--- src/rtl/bse_pkg.sv ---
// bse_pkg: shared types and constants of the battery state-of-charge estimator.
// No dependencies; imported by bse_dp, bse_ctrl and the top level.
package bse_pkg;

  localparam logic [13:0] PCT_FULL = 14'd10000;

  // configuration register indexes
  localparam logic [1:0] CFG_MIN_CELL = 2'd0;
  localparam logic [1:0] CFG_MAX_CELL = 2'd1;
  localparam logic [1:0] CFG_SIM_DELTA = 2'd2;
  localparam logic [1:0] CFG_TAU = 2'd3;

  localparam logic [12:0] MIN_CELL_RST = 13'd3000;
  localparam logic [12:0] MAX_CELL_RST = 13'd4200;
  localparam logic [9:0] SIM_DELTA_RST = 10'd0;
  localparam logic [15:0] TAU_RST = 16'd5000;

  typedef struct packed {
    logic [12:0] min_cell_mv;
    logic [12:0] max_cell_mv;
    logic [9:0] sim_delta_mv;
    logic [15:0] tau_ms;
  } cfg_t;

  // controller to datapath
  typedef struct packed {
    logic load;      // capture input transaction
    logic prep;      // cell count and pack maximum update
    logic calc;      // floor, span, numerator
    logic div_go;    // start divider
    logic div_sel;   // 0 raw percentage, 1 smoothing weight
    logic take_raw;  // capture raw result, seed smoother on first sample
    logic mul_go;    // start serial multiply
    logic commit;    // smoother update
    logic out_load;  // fill output register
  } cmd_t;

  // datapath to controller
  typedef struct packed {
    logic op;
    logic span_pos;
    logic have_sample;
    logic div_busy;
    logic mul_busy;
  } sts_t;

endpackage

--- src/rtl/bse_div.sv ---
// bse_div: restoring serial divider, one quotient bit per cycle.
// Depends on nothing; used by bse_dp.
module bse_div #(
  parameter int NW = 48,
  parameter int DW = 33
) (
  input  logic          clk,
  input  logic          rst,
  input  logic          start,
  input  logic [NW-1:0] dividend,
  input  logic [DW-1:0] divisor,
  output logic          busy,
  output logic [NW-1:0] quotient
);

  localparam int CW = $clog2(NW + 1);

  logic [CW-1:0] cnt;
  logic [DW-1:0] rem;
  logic [DW-1:0] dvs;
  logic [DW:0] sh;
  logic ge;

  assign sh = {rem, quotient[NW-1]};
  assign ge = sh >= {1'b0, dvs};
  assign busy = cnt != '0;

  always_ff @(posedge clk) begin
    if (rst) begin
      cnt <= '0;
    end else if (start) begin
      cnt <= CW'(NW);
    end else if (busy) begin
      cnt <= cnt - 1'b1;
    end
  end

  always_ff @(posedge clk) begin
    if (start) begin
      rem <= '0;
      quotient <= dividend;
      dvs <= divisor;
    end else if (busy) begin
      rem <= ge ? DW'(sh - {1'b0, dvs}) : sh[DW-1:0];
      quotient <= {quotient[NW-2:0], ge};
    end
  end

endmodule

--- src/rtl/bse_dp.sv ---
// bse_dp: datapath - cell detection, calibration, span, divider, serial
// multiply and smoother. Depends on bse_pkg and bse_div.
module bse_dp
  import bse_pkg::*;
#(
  parameter int F = 16
) (
  input  logic        clk,
  input  logic        rst,
  input  cfg_t        cfg,
  input  cmd_t        cmd,
  output sts_t        sts,
  input  logic        in_op,
  input  logic [14:0] in_pack_mv,
  input  logic [31:0] in_time_ms,
  output logic [13:0] out_soc_centi,
  output logic        out_soc_valid,
  output logic [1:0]  out_cells,
  output logic [14:0] out_max_pack_mv
);

  localparam int NW = 32 + F;
  localparam int SW = 14 + F;
  localparam int MCW = $clog2(F + 1);

  // transaction
  logic op;
  logic [14:0] v;
  logic [31:0] now;

  // block state
  logic [1:0] cell_count, ticks;
  logic [14:0] pack_max;
  logic have_sample;
  logic [SW-1:0] smoothed;
  logic [31:0] last_time;

  // working registers
  logic signed [17:0] span, num;
  logic [13:0] raw, soc;
  logic [F-1:0] alpha;
  logic [SW:0] acc;
  logic [SW-1:0] diff;
  logic dir;
  logic [MCW-1:0] mcnt;

  // cell detection
  logic [15:0] v2, max3, max5;
  logic [1:0] n_det, n_new;
  logic [1:0] ticks_new;
  assign v2 = {v, 1'b0};
  assign max3 = 16'(cfg.max_cell_mv) * 16'd3;
  assign max5 = 16'(cfg.max_cell_mv) * 16'd5;

  always_comb begin
    if (v2 < max3) n_det = 2'd1;
    else if (v2 < max5) n_det = 2'd2;
    else n_det = 2'd3;
    n_new = cell_count;
    ticks_new = ticks;
    priority if (cell_count == 2'd0 || cell_count == n_det) begin
      n_new = n_det;
    end else if (ticks < 2'd2) begin
      ticks_new = ticks + 2'd1;
    end else begin
      n_new = n_det;
      ticks_new = 2'd0;
    end
  end

  // calibration
  logic signed [13:0] cell_sim;
  logic signed [16:0] sim;
  logic [14:0] nmax_new, seed_max, meas_max;
  assign cell_sim = $signed({1'b0, cfg.max_cell_mv}) - $signed({4'b0, cfg.sim_delta_mv});
  assign sim = 17'(cell_sim) * $signed({15'b0, n_new});
  assign nmax_new = 15'(n_new) * 15'(cfg.max_cell_mv);
  always_comb begin
    seed_max = sim[16] ? 15'd0 : sim[14:0];
    if (v > seed_max) seed_max = v;
    meas_max = (v > pack_max && v <= nmax_new) ? v : pack_max;
  end

  // floor and span from the updated count and maximum
  logic signed [17:0] ceil_mv, delta, floor_adj, nmin;
  assign ceil_mv = $signed({3'b0, 15'(cell_count) * 15'(cfg.max_cell_mv)});
  assign nmin = $signed({3'b0, 15'(cell_count) * 15'(cfg.min_cell_mv)});
  always_comb begin
    delta = ceil_mv - $signed({3'b0, pack_max});
    if (delta < 0) delta = -delta;
    floor_adj = nmin - delta;
  end

  // divider operands
  logic [30:0] raw_num;
  logic [15:0] tau_eff;
  logic [31:0] dt;
  logic [NW-1:0] div_a, quot;
  logic [32:0] div_b;
  logic div_busy;
  assign raw_num = (num > 0 ? 31'(num[16:0]) * 31'(PCT_FULL) : 31'd0)
                   + 31'(span[16:1]);
  assign tau_eff = cfg.tau_ms == 16'd0 ? 16'd1 : cfg.tau_ms;
  assign dt = now - last_time;
  assign div_a = cmd.div_sel ? {dt, {F{1'b0}}} : NW'(raw_num);
  assign div_b = cmd.div_sel ? 33'(tau_eff) + 33'(dt) : 33'(span[16:0]);

  bse_div #(.NW(NW), .DW(33)) u_div (
    .clk(clk), .rst(rst), .start(cmd.div_go), .dividend(div_a),
    .divisor(div_b), .busy(div_busy), .quotient(quot)
  );

  logic [13:0] raw_c;
  assign raw_c = (quot > NW'(PCT_FULL)) ? PCT_FULL : quot[13:0];

  // smoother
  logic [SW-1:0] target, sm_next;
  logic [SW:0] rnd;
  logic [14:0] rnd_q;
  assign target = {raw, {F{1'b0}}};
  assign sm_next = dir ? SW'(smoothed + acc[SW-1:0]) : SW'(smoothed - acc[SW-1:0]);
  assign rnd = {1'b0, sm_next} + (SW + 1)'(1 << (F - 1));
  assign rnd_q = rnd[SW:F];

  always_ff @(posedge clk) begin
    if (rst) begin
      cell_count <= 2'd0;
      ticks <= 2'd0;
      pack_max <= 15'd0;
      have_sample <= 1'b0;
      smoothed <= '0;
      last_time <= 32'd0;
      mcnt <= '0;
    end else begin
      if (cmd.prep) begin
        cell_count <= n_new;
        ticks <= ticks_new;
        pack_max <= op ? meas_max : seed_max;
      end
      if (cmd.take_raw && !have_sample) begin
        have_sample <= 1'b1;
        smoothed <= {raw_c, {F{1'b0}}};
        last_time <= now;
      end
      if (cmd.mul_go) mcnt <= MCW'(F);
      else if (mcnt != '0) mcnt <= mcnt - 1'b1;
      if (cmd.commit) begin
        smoothed <= sm_next;
        last_time <= now;
      end
    end
  end

  always_ff @(posedge clk) begin
    if (cmd.load) begin
      op <= in_op;
      v <= in_pack_mv;
      now <= in_time_ms;
    end
    if (cmd.prep) soc <= 14'd0;
    if (cmd.calc) begin
      span <= $signed({3'b0, pack_max}) - floor_adj;
      num <= $signed({3'b0, v}) - floor_adj;
    end
    if (cmd.take_raw) begin
      raw <= raw_c;
      if (!have_sample) soc <= raw_c;
    end
    if (cmd.mul_go) begin
      alpha <= quot[F-1:0];
      dir <= target >= smoothed;
      diff <= target >= smoothed ? SW'(target - smoothed) : SW'(smoothed - target);
      acc <= '0;
    end else if (mcnt != '0) begin
      acc <= SW'(({1'b0, acc} + (alpha[0] ? (SW + 2)'(diff) : '0)) >> 1);
      alpha <= alpha >> 1;
    end
    if (cmd.commit) soc <= rnd_q > 15'(PCT_FULL) ? PCT_FULL : rnd_q[13:0];
    if (cmd.out_load) begin
      out_soc_centi <= soc;
      out_soc_valid <= op;
      out_cells <= cell_count;
      out_max_pack_mv <= pack_max;
    end
  end

  assign sts.op = op;
  assign sts.span_pos = span > 0;
  assign sts.have_sample = have_sample;
  assign sts.div_busy = div_busy;
  assign sts.mul_busy = mcnt != '0;

endmodule

--- src/rtl/bse_ctrl.sv ---
// bse_ctrl: sequencer of the estimator and owner of the stream handshakes.
// Depends on bse_pkg; drives bse_dp through cmd_t.
module bse_ctrl
  import bse_pkg::*;
(
  input  logic clk,
  input  logic rst,
  input  logic s_tvalid,
  output logic s_tready,
  output logic m_tvalid,
  input  logic m_tready,
  input  sts_t sts,
  output cmd_t cmd
);

  localparam logic [3:0] ST_IDLE = 4'd0;
  localparam logic [3:0] ST_PREP = 4'd1;
  localparam logic [3:0] ST_CALC = 4'd2;
  localparam logic [3:0] ST_CHK = 4'd3;
  localparam logic [3:0] ST_DIVS1 = 4'd4;
  localparam logic [3:0] ST_DIVW1 = 4'd5;
  localparam logic [3:0] ST_DIVS2 = 4'd6;
  localparam logic [3:0] ST_DIVW2 = 4'd7;
  localparam logic [3:0] ST_MULS = 4'd8;
  localparam logic [3:0] ST_MULW = 4'd9;
  localparam logic [3:0] ST_COMMIT = 4'd10;
  localparam logic [3:0] ST_FIN = 4'd11;

  logic [3:0] state, state_next;
  logic out_free;

  assign s_tready = state == ST_IDLE;
  assign out_free = !m_tvalid || m_tready;

  always_comb begin
    cmd = '0;
    state_next = state;
    unique case (state)
      ST_IDLE: if (s_tvalid) begin
        cmd.load = 1'b1;
        state_next = ST_PREP;
      end
      ST_PREP: begin
        cmd.prep = 1'b1;
        state_next = ST_CALC;
      end
      ST_CALC: begin
        cmd.calc = 1'b1;
        state_next = ST_CHK;
      end
      ST_CHK: state_next = (sts.op && sts.span_pos) ? ST_DIVS1 : ST_FIN;
      ST_DIVS1: begin
        cmd.div_go = 1'b1;
        state_next = ST_DIVW1;
      end
      ST_DIVW1: if (!sts.div_busy) begin
        cmd.take_raw = 1'b1;
        state_next = sts.have_sample ? ST_DIVS2 : ST_FIN;
      end
      ST_DIVS2: begin
        cmd.div_go = 1'b1;
        cmd.div_sel = 1'b1;
        state_next = ST_DIVW2;
      end
      ST_DIVW2: begin
        cmd.div_sel = 1'b1;
        if (!sts.div_busy) state_next = ST_MULS;
      end
      ST_MULS: begin
        cmd.mul_go = 1'b1;
        state_next = ST_MULW;
      end
      ST_MULW: if (!sts.mul_busy) state_next = ST_COMMIT;
      ST_COMMIT: begin
        cmd.commit = 1'b1;
        state_next = ST_FIN;
      end
      ST_FIN: if (out_free) begin
        cmd.out_load = 1'b1;
        state_next = ST_IDLE;
      end
      default: state_next = ST_IDLE;
    endcase
  end

  always_ff @(posedge clk) begin
    if (rst) begin
      state <= ST_IDLE;
      m_tvalid <= 1'b0;
    end else begin
      state <= state_next;
      if (cmd.out_load) m_tvalid <= 1'b1;
      else if (m_tready) m_tvalid <= 1'b0;
    end
  end

  a_accept_prep: assert property (@(posedge clk) disable iff (rst)
    s_tvalid && s_tready |=> state == ST_PREP) else $error("accept not followed by prep");
  a_div_runs: assert property (@(posedge clk) disable iff (rst)
    state == ST_DIVS1 |=> sts.div_busy) else $error("divider did not start");
  a_mul_runs: assert property (@(posedge clk) disable iff (rst)
    state == ST_MULS |=> sts.mul_busy) else $error("multiplier did not start");
  a_result: assert property (@(posedge clk) disable iff (rst)
    state == ST_FIN && out_free |=> m_tvalid && state == ST_IDLE)
    else $error("result not presented");

endmodule

--- src/rtl/battery_soc_estimator.sv ---
// battery_soc_estimator: top level - configuration registers, controller and
// datapath. Depends on bse_pkg, bse_ctrl, bse_dp (and bse_div below it).
//
//  channel | direction | handshake          | payload
//  s_      | in        | s_tvalid/s_tready  | tdata pack_mv, time_ms; tuser operation
//  m_      | out       | m_tvalid/m_tready  | tdata soc_centi, cells, max_pack_mv;
//          |           |                    | tuser soc_valid
//  cfg_    | in        | cfg_we             | cfg_addr index, cfg_data value
//
// Work: a seed or a reading with no positive span skips the arithmetic; a first
// measure runs the shared serial divider once; a later measure runs it twice and
// then the bit-serial smoothing multiply. One transaction is worked on at a time.
// Reset (rst, synchronous) loads register defaults and clears count, maximum and
// smoother state. A stalled result sits in the output register; the next input
// transaction is taken meanwhile and waits only at the end of its own work.
module battery_soc_estimator
  import bse_pkg::*;
#(
  parameter int SMOOTH_FRAC_BITS = 16
) (
  input  logic        clk,
  input  logic        rst,
  input  logic        s_tvalid,
  output logic        s_tready,
  input  logic [47:0] s_tdata,   // [14:0] pack_mv, [46:15] time_ms, [47] zero
  input  logic        s_tuser,   // [0] operation
  output logic        m_tvalid,
  input  logic        m_tready,
  output logic [31:0] m_tdata,   // [13:0] soc_centi, [15:14] cells,
                                 // [30:16] max_pack_mv, [31] zero
  output logic        m_tuser,   // [0] soc_valid
  input  logic        cfg_we,
  input  logic [1:0]  cfg_addr,
  input  logic [15:0] cfg_data
);

  cfg_t cfg;
  cmd_t cmd;
  sts_t sts;

  logic [13:0] soc_centi;
  logic [1:0] cells;
  logic [14:0] max_pack_mv;

  always_ff @(posedge clk) begin
    if (rst) begin
      cfg.min_cell_mv <= MIN_CELL_RST;
      cfg.max_cell_mv <= MAX_CELL_RST;
      cfg.sim_delta_mv <= SIM_DELTA_RST;
      cfg.tau_ms <= TAU_RST;
    end else if (cfg_we) begin
      unique case (cfg_addr)
        CFG_MIN_CELL: cfg.min_cell_mv <= cfg_data[12:0];
        CFG_MAX_CELL: cfg.max_cell_mv <= cfg_data[12:0];
        CFG_SIM_DELTA: cfg.sim_delta_mv <= cfg_data[9:0];
        CFG_TAU: cfg.tau_ms <= cfg_data;
        default: ;
      endcase
    end
  end

  bse_ctrl u_ctrl (
    .clk(clk), .rst(rst), .s_tvalid(s_tvalid), .s_tready(s_tready),
    .m_tvalid(m_tvalid), .m_tready(m_tready), .sts(sts), .cmd(cmd)
  );

  bse_dp #(.F(SMOOTH_FRAC_BITS)) u_dp (
    .clk(clk), .rst(rst), .cfg(cfg), .cmd(cmd), .sts(sts),
    .in_op(s_tuser), .in_pack_mv(s_tdata[14:0]), .in_time_ms(s_tdata[46:15]),
    .out_soc_centi(soc_centi), .out_soc_valid(m_tuser), .out_cells(cells),
    .out_max_pack_mv(max_pack_mv)
  );

  assign m_tdata = {1'b0, max_pack_mv, cells, soc_centi};

endmodule

--- config.mk ---
export PLATFORM = sky130hd
export DESIGN_NAME = battery_soc_estimator
export DESIGN_NICKNAME = d
export VERILOG_FILES = /design/src/rtl/bse_pkg.sv /design/src/rtl/bse_div.sv /design/src/rtl/bse_dp.sv /design/src/rtl/bse_ctrl.sv /design/src/rtl/battery_soc_estimator.sv
export SDC_FILE = /design/constraint.sdc
export NUM_CORES = 2
export LEC_CHECK = 0
export BUFFER_PORTS_ARGS = -buffer_cell sky130_fd_sc_hd__buf_2
export CORE_UTILIZATION = 65
export CTS_CLUSTER_SIZE = 14
export DETAILED_ROUTE_END_ITERATION = 10
export PLACE_DENSITY_LB_ADDON = 0.1
export SKIP_LAST_GASP = 1
export SLEW_MARGIN = 20
export SYNTH_ARGS = -nofsm -noshare
export SYNTH_HDL_FRONTEND = slang
export SYNTH_SLANG_ARGS = --single-unit
export TNS_END_PERCENT = 1
--- constraint.sdc ---
create_clock -name clk -period 21 [get_ports clk]
set_clock_uncertainty 0.05 [all_clocks]
set_input_delay 4.2 -clock clk [delete_from_list [all_inputs] [get_ports clk]]
set_output_delay 4.2 -clock clk [all_outputs]
set_load 0.05 [all_outputs]
==> summary.md <==
| Metric | Value |
|---|---|
| Hold-critical path depth | 0 |
| Top delay family on crit path | compound AO/OA/AOI/OAI gates |
| Pre-antenna DRT Iters | 6 |
| Wirelength per Cell | 18.7 um |
| Clk root buf | clkbuf_16 |
| Crit path max-delay cell type | dfxtp_1 |
| PnR worst setup slack | 10.44 ns |
| CTS H-tree lvls | 2 |
| First-pass GRT wire length | 167 mm |
| Reg-to-reg slack, setup | 10.44 ns |
| Synth Register Bits | 485 |
| CP max stage delay | 0.68 ns |
| Commonest non-fill, non-tap cell in the layout | nand2_1 |
| Final Slew Violations | 0 |
| Ys Warns | 0 |
| Initial antenna violation count | 0 |
| Tightest Pin Transition | 1.15 ns |
| Worst EP required | 21.41 ns |
| Setup crit end kind | flop |
| RSZ-0062 raised after global routing | no |
| Final setup violation count | 0 |
| Final period util | 50.3% |
| Worst path buffer plus inverter count | 2 |
| Final Net Count | 5389 |
| Worst r2r src | cfg[30] |
| Avg Cell Area, Syn | 8.52 sq um |
| Worst Reg-to-Reg Cells | 48 |
| Post-cts gate resize count | 0 |
| Area of the core | 60800 sq um |
| Worst slack at placement | 10.60 ns |
| Grt ovf | 0 |
| CTS max path bufs | 3 |
| Startpoint Class | flop |
| TritonCTS buffer count | 54 |
| Hold_sp | u_dp.soc[2] |
| Largest net degree at the start of global routing | 89 |
| Io pins | 107 |
| Crit path DAT | 10.98 ns |
| N_diodes | 0 |
| Most common flop cell mapped by yosys | edfxtp_1 |
| Critical path class | reg2reg |
| Max-capacitance violation count | 0 |
| CTS Hold Buffers Added | 0 |
| CTS sink cnt | 485 |
| Synthesis-to-finish area growth | 7.83% |
| RePlAce Congestion | 0.954 |
| Post-synthesis cell count | 4725 |
| Crit-path most repeated cell | a21oi_1 |
| Reg-to-Reg End | u_dp.pack_max[3] |
| Max Clk Rate | 94.7 MHz |
| Ys async rst share | 0% |
| Relative slew slack | 23.0% |
| Site Rows | 90 |
| Share of cells above drive strength 1 | 6.21% |
| Outcome | finished, final reports clean |
| Die Area | 62900 sq um |
| Final WL | 105 mm |
| Final antenna-violating net count | 0 |
| Vias in the first global route | 31800 |
| Hold WC Path Type | reg2reg |
| Via count | 34100 |
| Yosys cell types | 106 |
| Total GRT Usage | 32.9% |
| WHS Endpoint | u_dp.out_soc_centi[2] |
| DRC Markers | 0 |
| Net Count, Synth | 5363 |
| Reg clk slew, reported paths | 0.06 ns |
| Die Wd | 251 um |
| Endpoints failing hold | 0 |
| Number of DRC markers in iteration 0 | 2580 |
| Clk_lat worst skew | 0.67 ns |
| Synth Cell Area | 40200 sq um |
| Post-synthesis sequential area ratio | 30.5% |
| Post-CTS Setup Bufs | 0 |
| Starting density of the core | 66.2% |
| Fill count | 4844 |
| Vias per cell | 6.11 |
| Fin Setup TNS | 0 ns |
| Final min period | 10.56 ns |
| Post-synth EDFFs | 258 |
| Most frequent cells in the layout | nand2_1, ha_1, a21oi_1 |
| # port buffers | 104 |
| Hpwl dp | 77.6 mm |
| Chip Height | 251 um |
| Crit-path max FO | 24 |
| CTS tree | yes |
[logic make-up after synthesis]
logic type,after synthesis,synth area share (%)
xor+xnor,354,7.72
mux,21,0.544
compound gates,1238,19.4
other cells,1,0.00932
fa+ha+maj,566,18.8
flops,485,30.5
simple gates,1467,17.4
buf+inv,593,5.56
[worst max-delay path by stage]
stage / from / endpoint / slack, ns / cells past startpoint
after floorplan: cfg[27] / u_dp.pack_max[13] / 11.79 / 50
after global placement: cfg[28] / u_dp.pack_max[3] / 10.79 / 48
after detailed placement: cfg[28] / u_dp.pack_max[3] / 10.60 / 48
after CTS: cfg[28] / u_dp.pack_max[4] / 10.52 / 48
after global routing: cfg[28] / u_dp.pack_max[14] / 9.44 / 48
final: cfg[30] / u_dp.pack_max[3] / 10.44 / 48
[layer usage]
| layer | global-route usage [%] | share of wire, % | vias up |
|---|---|---|---|
| met5 | 0 | 0 | - |
| met4 | 12.5 | 3.7 | 0 |
| met1 | 44.9 | 45 | 16100 |
| met2 | 53.8 | 46 | 1090 |
| met3 | 3.53 | 6.1 | 210 |
| li1 | - | - | 16700 |
[registers in the layout, indices dropped and copies added (netlist names), 16 cells and up]
| register | cells |
|---|---|
| u_dp.now | 32 |
| u_dp.u_div.quotient | 48 |
| u_dp.acc | 30 |
| u_dp.u_div.rem | 33 |
| u_dp.alpha | 16 |
| cfg | 52 |
| u_dp.smoothed | 30 |
| u_dp.span | 18 |
| u_dp.u_div.dvs | 33 |
| u_dp.num | 18 |
| u_dp.diff | 30 |
| u_dp.last_time | 32 |
[metrics by stage]
stage,std cells,utilization (%),instance area (sq um),hold slack [ns]
after floorplan,4725,-,40200,0.358
after global placement,5476,68.1,41400,0.364
after detailed placement,5476,68.1,41400,0.367
after CTS,5578,71.3,43400,0.383
after global routing,5579,71.4,43400,0.394
final,5579,71.4,43400,0.385
[synthesized netlist by cell type (39+ instances only)]
library cell  count  area [sq um]
clkbuf_1        151           567
a21o_1          123           923
dfxtp_1         227          4540
nand3_1          98           490
ha_1            499          6240
o21a_1           47           353
and2_1           86           538
nand2_1         518          1940
nor3_1           82           410
a21oi_1         468          2340
a211oi_1         39           293
o21bai_1         44           330
xor2_1          128          1120
nand2b_1         66           413
o21ai_0         251          1260
edfxtp_1        258          7750
nor2_1          326          1220
xnor2_1         225          1970
nor2b_1          83           519
fa_1             67          1340
inv_1           424          1590
[worst register-to-register path, delay by kind of cell (launching register included)]
family / cells / cell delay (ns)
AO/OA/AOI/OAI: 30 / 5.82
flip-flops: 1 / 0.68
AND/OR/NAND/NOR: 7 / 1.16
adder cells (fa/ha/maj): 7 / 2.04
multiplexers: 1 / 0.27
buffers and inverters: 2 / 0.25
XOR/XNOR: 1 / 0.10
[cell type report]
type | count | area [sq um] | area share (%)
multi-input combinational | 3647 | 25800 | 59.4
sequential | 485 | 12300 | 28.3
inverter | 425 | 1600 | 3.68
clock buffer | 67 | 1500 | 3.46
tap | 782 | 978 | 2.25
timing repair buffer | 138 | 798 | 1.84
clock inverter | 35 | 433 | 0.998
Power is left out: the tool's default activity adds up to more than one toggle a clock period on the data nets, which glitch-free logic cannot reach.
